## config.mk

```make
export PLATFORM = sky130hd
export DESIGN_NAME = listen_port_table_flat
export DESIGN_NICKNAME = d
export VERILOG_FILES = /design/src/rtl/lpt_pkg.sv /design/src/rtl/lpt_req_if.sv /design/src/rtl/lpt_rsp_if.sv /design/src/rtl/lpt_entry_ram.sv /design/src/rtl/listen_port_table.sv /design/src/flat_wrapper.sv
export SDC_FILE = /design/constraint.sdc
export NUM_CORES = 1
export LEC_CHECK = 0
export BUFFER_PORTS_ARGS = -buffer_cell sky130_fd_sc_hd__clkbuf_2
export CAP_MARGIN = 15
export CORE_UTILIZATION = 40
export DETAILED_ROUTE_END_ITERATION = 16
export PLACE_DENSITY = 0.59
export REMOVE_ABC_BUFFERS = 1
export SLEW_MARGIN = 40
export SYNTH_ARGS = -nofsm -noshare
export SYNTH_HDL_FRONTEND = slang
export SYNTH_SLANG_ARGS = --single-unit
```

## constraint.sdc

```tcl
create_clock -name clk -period 5.9 [get_ports clk]
set_input_delay 1.18 -clock clk [delete_from_list [all_inputs] [get_ports clk]]
set_output_delay 1.18 -clock clk [all_outputs]
set_load 0.01 [all_outputs]
```

## src/rtl/lpt_pkg.sv

```systemverilog
// Shared types and constants for the listen port table.
// No dependencies; compiled first.
`default_nettype none

package lpt_pkg;

	localparam int LPT_TABLE_DEPTH = 16;

	localparam int OP_W    = 2;
	localparam int IP_W    = 32;
	localparam int PORT_W  = 16;
	localparam int OWNER_W = 8;
	localparam int STAT_W  = 2;
	localparam int SLOT_W  = 4;

	localparam logic [OP_W-1:0] OP_ADD    = 2'd0;
	localparam logic [OP_W-1:0] OP_REMOVE = 2'd1;
	localparam logic [OP_W-1:0] OP_SEARCH = 2'd2;

	localparam logic [STAT_W-1:0] ST_OK        = 2'd0;
	localparam logic [STAT_W-1:0] ST_OCCUPIED  = 2'd1;
	localparam logic [STAT_W-1:0] ST_FULL      = 2'd2;
	localparam logic [STAT_W-1:0] ST_NOT_FOUND = 2'd3;

	typedef struct packed {
		logic [IP_W-1:0]    ip;
		logic [PORT_W-1:0]  port;
		logic [OWNER_W-1:0] owner;
	} entry_t;

endpackage

`default_nettype wire

```

## src/rtl/lpt_req_if.sv

```systemverilog
// Request channel of the listen port table: valid, ready and request word.
// Depends on lpt_pkg for field widths.
`default_nettype none

interface lpt_req_if import lpt_pkg::*; ();
	logic               valid;
	logic               ready;
	logic [OP_W-1:0]    opcode;
	logic [IP_W-1:0]    ip_addr;
	logic [PORT_W-1:0]  port_num;
	logic [OWNER_W-1:0] owner_id;

	modport source (output valid, output opcode, output ip_addr, output port_num,
		output owner_id, input ready);
	modport sink (input valid, input opcode, input ip_addr, input port_num,
		input owner_id, output ready);
endinterface

`default_nettype wire

```

## src/rtl/lpt_rsp_if.sv

```systemverilog
// Response channel of the listen port table: valid, ready and result word.
// Depends on lpt_pkg for field widths.
`default_nettype none

interface lpt_rsp_if import lpt_pkg::*; ();
	logic               valid;
	logic               ready;
	logic [STAT_W-1:0]  status;
	logic [OWNER_W-1:0] found_owner;
	logic [SLOT_W-1:0]  slot_index;

	modport source (output valid, output status, output found_owner,
		output slot_index, input ready);
	modport sink (input valid, input status, input found_owner,
		input slot_index, output ready);
endinterface

`default_nettype wire

```

## src/rtl/lpt_entry_ram.sv

```systemverilog
// Entry store of the listen port table: address, port and owner per slot.
// One write port, one read port with registered data. Depends on lpt_pkg.
`default_nettype none

module lpt_entry_ram import lpt_pkg::*; #(
	parameter int DEPTH = LPT_TABLE_DEPTH,
	parameter int IDX_W = (DEPTH > 1) ? $clog2(DEPTH) : 1
) (
	input  wire logic             clk,
	input  wire logic             we,
	input  wire logic [IDX_W-1:0] waddr,
	input  wire entry_t           wdata,
	input  wire logic             re,
	input  wire logic [IDX_W-1:0] raddr,
	output entry_t                rdata
);

	entry_t mem [DEPTH];

	always_ff @(posedge clk) begin
		if (we) begin
			mem[waddr] <= wdata;
		end
	end

	always_ff @(posedge clk) begin
		if (re) begin
			rdata <= mem[raddr];
		end
	end

endmodule

`default_nettype wire

```

## src/rtl/listen_port_table.sv

```systemverilog
// Listen port table: a request word is taken only while the table is idle, and no new
// one is taken until its result word is formed, after the scan of every slot
// through the single read port of the entry memory, one slot a cycle.
// A result waits in an output register; the next request is taken meanwhile.
// Reset clears all valid bits at once; the entry memory holds no reset.
// Depends on lpt_pkg, lpt_req_if, lpt_rsp_if and lpt_entry_ram.
`default_nettype none

module listen_port_table import lpt_pkg::*; #(
	parameter int TABLE_DEPTH = LPT_TABLE_DEPTH
) (
	input wire logic  clk,
	input wire logic  arst_n,
	lpt_req_if.sink   req,
	lpt_rsp_if.source rsp
);

	localparam int IDX_W = (TABLE_DEPTH > 1) ? $clog2(TABLE_DEPTH) : 1;
	localparam logic [IDX_W-1:0] LAST_IDX = IDX_W'(TABLE_DEPTH - 1);

	localparam logic [1:0] S_IDLE = 2'd0;
	localparam logic [1:0] S_SCAN = 2'd1;
	localparam logic [1:0] S_DONE = 2'd2;

	logic [1:0]             state_q;
	logic [TABLE_DEPTH-1:0] valid_q;
	logic                   iss_q;
	logic [IDX_W-1:0]       cnt_q;
	logic                   cmp_s1;
	logic [IDX_W-1:0]       idx_s1;

	logic [OP_W-1:0]        op_q;
	entry_t                 key_q;

	logic                   clash_q;
	logic                   free_q;
	logic [IDX_W-1:0]       free_idx_q;
	logic                   hit_q;
	logic [IDX_W-1:0]       hit_idx_q;
	logic [OWNER_W-1:0]     hit_owner_q;

	logic                   rsp_valid_q;
	logic [STAT_W-1:0]      rsp_status_q;
	logic [OWNER_W-1:0]     rsp_owner_q;
	logic [SLOT_W-1:0]      rsp_slot_q;

	entry_t                 rd_entry;
	logic                   slot_valid;
	logic                   match_addr;
	logic                   match_owner;
	logic                   match_sel;
	logic                   req_fire;
	logic                   done_fire;
	logic                   add_ok;

	logic [STAT_W-1:0]      res_status;
	logic [OWNER_W-1:0]     res_owner;
	logic [IDX_W-1:0]       res_idx;

	lpt_entry_ram #(
		.DEPTH (TABLE_DEPTH),
		.IDX_W (IDX_W)
	) u_ram (
		.clk   (clk),
		.we    (done_fire && add_ok),
		.waddr (free_idx_q),
		.wdata (key_q),
		.re    (iss_q),
		.raddr (cnt_q),
		.rdata (rd_entry)
	);

	assign req.ready  = (state_q == S_IDLE);
	assign req_fire   = req.valid && req.ready;
	assign done_fire  = (state_q == S_DONE) && (!rsp_valid_q || rsp.ready);

	assign slot_valid  = valid_q[idx_s1];
	assign match_addr  = slot_valid && (rd_entry.ip == key_q.ip)
		&& (rd_entry.port == key_q.port);
	assign match_owner = slot_valid && (rd_entry.owner == key_q.owner);
	assign match_sel   = (op_q == OP_REMOVE) ? match_owner : match_addr;
	assign add_ok      = (op_q == OP_ADD) && !clash_q && free_q;

	always_comb begin
		res_status = ST_NOT_FOUND;
		res_owner  = '0;
		res_idx    = '0;
		unique case (op_q)
			OP_ADD: begin
				if (clash_q) begin
					res_status = ST_OCCUPIED;
				end else if (!free_q) begin
					res_status = ST_FULL;
				end else begin
					res_status = ST_OK;
					res_idx    = free_idx_q;
				end
			end
			OP_REMOVE: begin
				if (hit_q) begin
					res_status = ST_OK;
					res_idx    = hit_idx_q;
				end
			end
			OP_SEARCH: begin
				if (hit_q) begin
					res_status = ST_OK;
					res_owner  = hit_owner_q;
					res_idx    = hit_idx_q;
				end
			end
			default: begin
				res_status = ST_NOT_FOUND;
			end
		endcase
	end

	always_ff @(posedge clk or negedge arst_n) begin
		if (!arst_n) begin
			state_q <= S_IDLE;
			iss_q   <= 1'b0;
			cnt_q   <= '0;
			cmp_s1  <= 1'b0;
			clash_q <= 1'b0;
			free_q  <= 1'b0;
			hit_q   <= 1'b0;
		end else begin
			cmp_s1 <= iss_q;
			if (iss_q) begin
				if (cnt_q == LAST_IDX) begin
					iss_q <= 1'b0;
				end else begin
					cnt_q <= cnt_q + 1'b1;
				end
			end
			unique case (state_q)
				S_IDLE: begin
					if (req_fire) begin
						state_q <= S_SCAN;
						iss_q   <= 1'b1;
						cnt_q   <= '0;
						clash_q <= 1'b0;
						free_q  <= 1'b0;
						hit_q   <= 1'b0;
					end
				end
				S_SCAN: begin
					if (cmp_s1) begin
						if (match_addr) begin
							clash_q <= 1'b1;
						end
						if (!slot_valid && !free_q) begin
							free_q <= 1'b1;
						end
						if (match_sel && !hit_q) begin
							hit_q <= 1'b1;
						end
						if (idx_s1 == LAST_IDX) begin
							state_q <= S_DONE;
						end
					end
				end
				S_DONE: begin
					if (done_fire) begin
						state_q <= S_IDLE;
					end
				end
				default: begin
					state_q <= S_IDLE;
				end
			endcase
		end
	end

	always_ff @(posedge clk) begin
		idx_s1 <= cnt_q;
		if (req_fire) begin
			op_q        <= req.opcode;
			key_q.ip    <= req.ip_addr;
			key_q.port  <= req.port_num;
			key_q.owner <= req.owner_id;
		end
		if ((state_q == S_SCAN) && cmp_s1) begin
			if (!slot_valid && !free_q) begin
				free_idx_q <= idx_s1;
			end
			if (match_sel && !hit_q) begin
				hit_idx_q   <= idx_s1;
				hit_owner_q <= rd_entry.owner;
			end
		end
	end

	always_ff @(posedge clk or negedge arst_n) begin
		if (!arst_n) begin
			valid_q <= '0;
		end else if (done_fire) begin
			if (add_ok) begin
				valid_q[free_idx_q] <= 1'b1;
			end else if ((op_q == OP_REMOVE) && hit_q) begin
				valid_q[hit_idx_q] <= 1'b0;
			end
		end
	end

	always_ff @(posedge clk or negedge arst_n) begin
		if (!arst_n) begin
			rsp_valid_q <= 1'b0;
		end else if (done_fire) begin
			rsp_valid_q <= 1'b1;
		end else if (rsp.ready) begin
			rsp_valid_q <= 1'b0;
		end
	end

	always_ff @(posedge clk) begin
		if (done_fire) begin
			rsp_status_q <= res_status;
			rsp_owner_q  <= res_owner;
			rsp_slot_q   <= SLOT_W'(res_idx);
		end
	end

	assign rsp.valid       = rsp_valid_q;
	assign rsp.status      = rsp_status_q;
	assign rsp.found_owner = rsp_owner_q;
	assign rsp.slot_index  = rsp_slot_q;

`ifndef SYNTHESIS
	a_idle_quiet: assert property (@(posedge clk) disable iff (!arst_n)
		(state_q == S_IDLE) |-> (!iss_q && !cmp_s1))
		else $error("scan activity while idle");

	a_issue_in_scan: assert property (@(posedge clk) disable iff (!arst_n)
		iss_q |-> (state_q == S_SCAN))
		else $error("memory read issued outside scan");

	a_add_sets_valid: assert property (@(posedge clk) disable iff (!arst_n)
		(done_fire && add_ok) |=> valid_q[$past(free_idx_q)])
		else $error("successful add left slot invalid");

	a_done_loads_rsp: assert property (@(posedge clk) disable iff (!arst_n)
		done_fire |=> (rsp_valid_q && (state_q == S_IDLE)))
		else $error("finished request did not reach output register");
`endif

endmodule

`default_nettype wire
```

## src/flat_wrapper.sv

```systemverilog
// flat-port wrapper written by rule: the top's interface ports become plain ports
module listen_port_table_flat import lpt_pkg::*;
#(
	parameter int TABLE_DEPTH = LPT_TABLE_DEPTH
)
  (clk, arst_n, req_valid, req_opcode, req_ip_addr, req_port_num, req_owner_id, req_ready, rsp_valid, rsp_status, rsp_found_owner, rsp_slot_index, rsp_ready);
  lpt_req_if req_i ();
  lpt_rsp_if rsp_i ();
  input wire logic clk;
  input wire logic arst_n;
  input wire logic [$bits(req_i.valid)-1:0] req_valid;
  input wire logic [$bits(req_i.opcode)-1:0] req_opcode;
  input wire logic [$bits(req_i.ip_addr)-1:0] req_ip_addr;
  input wire logic [$bits(req_i.port_num)-1:0] req_port_num;
  input wire logic [$bits(req_i.owner_id)-1:0] req_owner_id;
  output wire logic [$bits(req_i.ready)-1:0] req_ready;
  output wire logic [$bits(rsp_i.valid)-1:0] rsp_valid;
  output wire logic [$bits(rsp_i.status)-1:0] rsp_status;
  output wire logic [$bits(rsp_i.found_owner)-1:0] rsp_found_owner;
  output wire logic [$bits(rsp_i.slot_index)-1:0] rsp_slot_index;
  input wire logic [$bits(rsp_i.ready)-1:0] rsp_ready;
  assign req_i.valid = req_valid;
  assign req_i.opcode = req_opcode;
  assign req_i.ip_addr = req_ip_addr;
  assign req_i.port_num = req_port_num;
  assign req_i.owner_id = req_owner_id;
  assign req_ready = req_i.ready;
  assign rsp_valid = rsp_i.valid;
  assign rsp_status = rsp_i.status;
  assign rsp_found_owner = rsp_i.found_owner;
  assign rsp_slot_index = rsp_i.slot_index;
  assign rsp_i.ready = rsp_ready;
  listen_port_table #(.TABLE_DEPTH(TABLE_DEPTH)) u_core (.clk(clk), .arst_n(arst_n), .req(req_i), .rsp(rsp_i));
endmodule
```

==> results by group <==
Run status
  • Status: completed

STA
  • Setup-violating endpoint count in the final report: 0
  • Unrepaired setup endpoints after global routing: false
  • Fmax: 0.276 GHz
  • Max-slew violations: 0
  • Number of hold violations in the final report: 0
  • Final period util: 61.3%
  • Worst Clk Skew: 0.0258 ns
  • Min cycle time layout: 3.62 ns
  • Normalized max-slew margin: 42.8%
  • Transition time at the pin with the least slew margin: 0.856 ns

Synthesis
  • Area fraction in compound gates after synthesis: 0.659%
  • Syn Area/Cell: 24.6 sq um
  • Count of flip-flops with a built-in enable after synthesis: 1040
  • Share of the synthesized netlist area taken by xor and xnor gates: 1.24%
  • Most used flip-flop cell after synthesis: edfxtp_1
  • Flops & latches, synth: 1072
  • Arithmetic-cell share of the synthesized area counting full adders, half adders and majority gates: 0.156%
  • Fraction of synthesized area in multiplexers: 16.0%
  • Mapped cell area: 0.0402 sq mm
  • Sequential element share of the synthesized area: 79.6%
  • Count of cell types in the netlist: 39
  • Main combinational cell family by area after synthesis: multiplexers
  • Simple logic cell fraction of the synthesized area: 1.37%
  • Total number of yosys warnings: 0
  • Proportion of synthesized flip-flops having asynchronous set or reset: 2.61%
  • Cell count after synthesis: 1634

CTS
  • # hold bufs at CTS: 0
  • Buffer levels on the longest clock path: 3
  • Post-CTS setup buffers: 0
  • Post-CTS Resized: 0
  • Sink Count: 1072
  • CTS Root Buffer Type: clkbuf_16
  • Number of buffers added by the clock tree synthesis step: 106
  • TritonCTS clock tree: done
  • H-tree lvl count: 3
  • Clock slew seen by the registers of the worst setup and hold paths: 0.06 ns
  • Clock insertion delay at the later pin of the skew report: 0.68 ns

Die
  • Placeable core region: 0.0990 sq mm
  • FP Rows: 115
  • Initial cell density of the core: 40.6%
  • Width of the chip: 319 microns
  • Total die area: 0.102 sq mm
  • IO Count: 78
  • DIE HEIGHT: 319 microns

Drt
  • Number of vias per cell after detailed routing: 5.55
  • Total detailed-routing wirelength: 87.1 mm
  • Average routed wire per standard cell: 27.5 microns
  • DRT iter0 DRCs: 1644
  • Number of antenna-violating nets in the routed design: 0
  • Detailed-route DRC error count: 0
  • Number of optimization iterations in the first detailed-route pass: 5
  • Via count: 17.6k

Placement
  • Routability Congestion: 0.810
  • Sum of net half-perimeters after detailed placement: 45.3 mm
  • Count of placed standard cells including taps: 2973
  • IO buf count: 77

Global routing
  • Via count of the first global-routing pass: 18.5k
  • Pin count of the biggest net entering global routing: 120
  • Global routing met1 resource utilization: 25.2%
  • M2 GR Usage: 27.0%
  • Layer carrying the most global-route usage: met2
  • First-pass GRT wire length: 128 mm
  • Antenna violations before repair: 0
  • GR met3 Demand/Resource: 2.97%
  • GRT Total Usage: 17.3%
  • GR Overflow Total: 0

Cells and area
  • Fraction of the core area covered by cells at the end of the flow: 46.4%
  • NumNets Final: 1862
  • Antenna diodes: 0
  • Cell Count, Final, Fillers Out: 3164
  • Area delta synth->final: 14.2%
  • Fraction of layout instances using a drive strength above 1: 30.8%

Power and ir drop
  • Clock network power share: 32.5%
  • Worst IR drop on VDD: 0.370 mV
  • Pwr Density: 440 mW/mm^2
  • Leak pwr: 14.4 nW
  • Switching share of power: 26.0%
  • Gate power share: 19.9%
  • Reg power frac: 47.6%
  • Reported net switching power: 5.26 mW
  • Total internal power: 14.9 mW

Worst setup path
  • Worst path max stage delay: 0.78 ns
  • Highest-delay cell along the critical path: or4_1
  • Cell depth of the worst flop-to-flop path: 5
  • End point of the critical path: u_core.hit_idx_q[0]$_DFFE_PP_
  • Type of origin of the critical path: flip-flop
  • Launch instance of the worst register-to-register path: u_core.key_q[15]$_DFFE_PP_
  • Class of the most critical setup path: flip-flop to flip-flop
  • Launch point of the critical path: u_core.key_q[15]$_DFFE_PP_
  • Data arrival time of the critical path: 3.92 ns
  • Ordered cell list for the critical path: xor2_1 > nor4_2 > nand4_1 > or4_1 > a211oi_4
  • Critical Path RT: 6.20 ns
  • Critical-path maximum fanout: 17
  • Critical R2R Capture: u_core.hit_idx_q[0]$_DFFE_PP_
  • Element type at the critical path end: flip-flop
  • Register-to-register path setup slack: 2.28 ns

Min path
  • Min-delay worst type: flip-flop to flip-flop

Flow run
  • Max-cap violations: 0
synth_stat cells (2+ instances only):
library cell	instances	share of area [%]
nor4_1	15	0.23
o22a_1	9	0.20
nand2_1	16	0.15
a2bb2oi_1	8	0.17
buf_2	16	0.20
nand2b_1	7	0.11
nand3b_1	2	0.037
a21oi_1	5	0.062
buf_1	5	0.047
mux2_2	2	0.056
a32oi_1	4	0.087
nor2b_1	4	0.062
clkbuf_1	29	0.27
dfxtp_1	4	0.20
nor3_1	7	0.087
o21ai_0	3	0.037
and3_1	10	0.16
nand3_1	6	0.075
or2_2	2	0.031
xnor2_1	5	0.11
mux4_2	284	16
nor2_1	27	0.25
buf_6	16	0.45
ha_1	5	0.16
dfrtp_1	28	1.7
a211oi_1	2	0.037
inv_1	5	0.047
edfxtp_1	1040	78
nand4_1	7	0.11
xor2_1	52	1.1
sequential cells by signal (all words and copies together) (netlist names), 2 cells and up:
| register | cells |
|---|---|
| u_core.valid_q | 16 |
| u_core.idx_s1 | 4 |
| u_core.state_q | 2 |
| u_core.op_q | 2 |
| u_core.hit_owner_q | 8 |
| u_core.rsp.status | 2 |
| u_core.rsp.found_owner | 8 |
| u_core.free_idx_q | 4 |
| u_core.hit_idx_q | 4 |
| u_core.u_ram.mem | 896 |
| u_core.cnt_q | 4 |
| u_core.rsp.slot_index | 4 |
| u_core.key_q | 56 |
| u_core.u_ram.rdata | 56 |
area by class of cell:
cell class | count | area, sq um
timing repair buffer | 119 | 931
inverter | 5 | 23.8
tap | 1287 | 1610
fill | 8065 | 53100
clock buffer | 136 | 2790
sequential | 1072 | 32000
multi-input combinational | 491 | 7950
clock inverter | 54 | 586
worst min-delay path by stage:
stage	start	to	slack (ns)	cells after the start
floorplan	u_core.state_q[1]$_DFFE_PN0P_	u_core.state_q[0]$_DFFE_PN0P_	0.45	1
global placement	u_core.state_q[1]$_DFFE_PN0P_	u_core.state_q[0]$_DFFE_PN0P_	0.46	1
detailed placement	u_core.state_q[1]$_DFFE_PN0P_	u_core.state_q[0]$_DFFE_PN0P_	0.47	1
CTS	u_core.state_q[1]$_DFFE_PN0P_	u_core.state_q[0]$_DFFE_PN0P_	0.47	1
global route	u_core.state_q[1]$_DFFE_PN0P_	u_core.state_q[0]$_DFFE_PN0P_	0.50	1
finish	u_core.state_q[1]$_DFFE_PN0P_	u_core.state_q[0]$_DFFE_PN0P_	0.48	1
through the flow:
step                      setup TNS [ns]  hold slack [ns]  instance area, sq um  total power, mW  setup WS [ns]
after floorplan                  -285.52            0.446                 39800             13.0          -4.09
after global placement                 0            0.462                 42400             13.8           1.88
after detailed placement               0            0.466                 42500             13.9           2.09
after CTS                              0            0.475                 45900             20.4           2.05
after global routing                   0            0.496                 45900             21.0           2.12
final                                  0            0.477                 45900             20.2           2.28
cell families (layout without fill, tap and decap cells):
kind of cell,after synthesis,after routing
flip-flops,1072,1072
adder cells (fa/ha/maj),5,5
AND/OR/NAND/NOR,107,107
multiplexers,287,287
XOR/XNOR,57,57
buffers and inverters,71,314
AO/OA/AOI/OAI,35,35
layout by cell type, fill, tap and decap left out, types with 5 or more instances in the layout:
| cell type | n |
|---|---|
| edfxtp_1 | 1040 |
| mux4_2 | 284 |
| clkbuf_16 | 107 |
| clkbuf_2 | 76 |
| xor2_1 | 52 |
| clkbuf_1 | 29 |
| dfrtp_1 | 23 |
| buf_4 | 22 |
| clkinv_1 | 17 |
| nand2_1 | 16 |
| nor2_1 | 14 |
| nor4_1 | 12 |
| nor2_4 | 12 |
| buf_12 | 11 |
| and3_1 | 10 |
| clkinv_2 | 10 |
| o22a_1 | 9 |
| clkinvlp_4 | 9 |
| bufinv_16 | 9 |
| a2bb2oi_1 | 8 |
| nand2b_1 | 7 |
| nand4_1 | 7 |
| nand3_1 | 6 |
| a21oi_1 | 5 |
| xnor2_1 | 5 |
| ha_1 | 5 |
| dfrtp_4 | 5 |
layer usage:
metal  vias up  routed length, microns  share of wire (%)
li1       7335                       -                  -
met1      9559                   38800                 45
met2       539                   41500                 48
met3       123                    4910                5.6
met4         0                    1860                2.1
met5         -                       0                  0
critical path, delay by kind of cell (launching register included):
kind                      cells  cell delay (ns)
and+or+nand+nor               3             1.75
AOI/OAI and AO/OA             1             0.59
DFF                           1             0.63
xor gates and xnor gates      1             0.26
power by group through the flow:
stage	Sequential [mW]	Clock [mW]	Combinational [mW]
floorplan	10.0	0	2.98
global placement	9.80	0	3.96
detailed placement	9.77	0	4.11
CTS	9.62	6.69	4.13
global route	9.67	6.96	4.34
finish	9.62	6.56	4.03
Power figures use the tool's default switching activity.
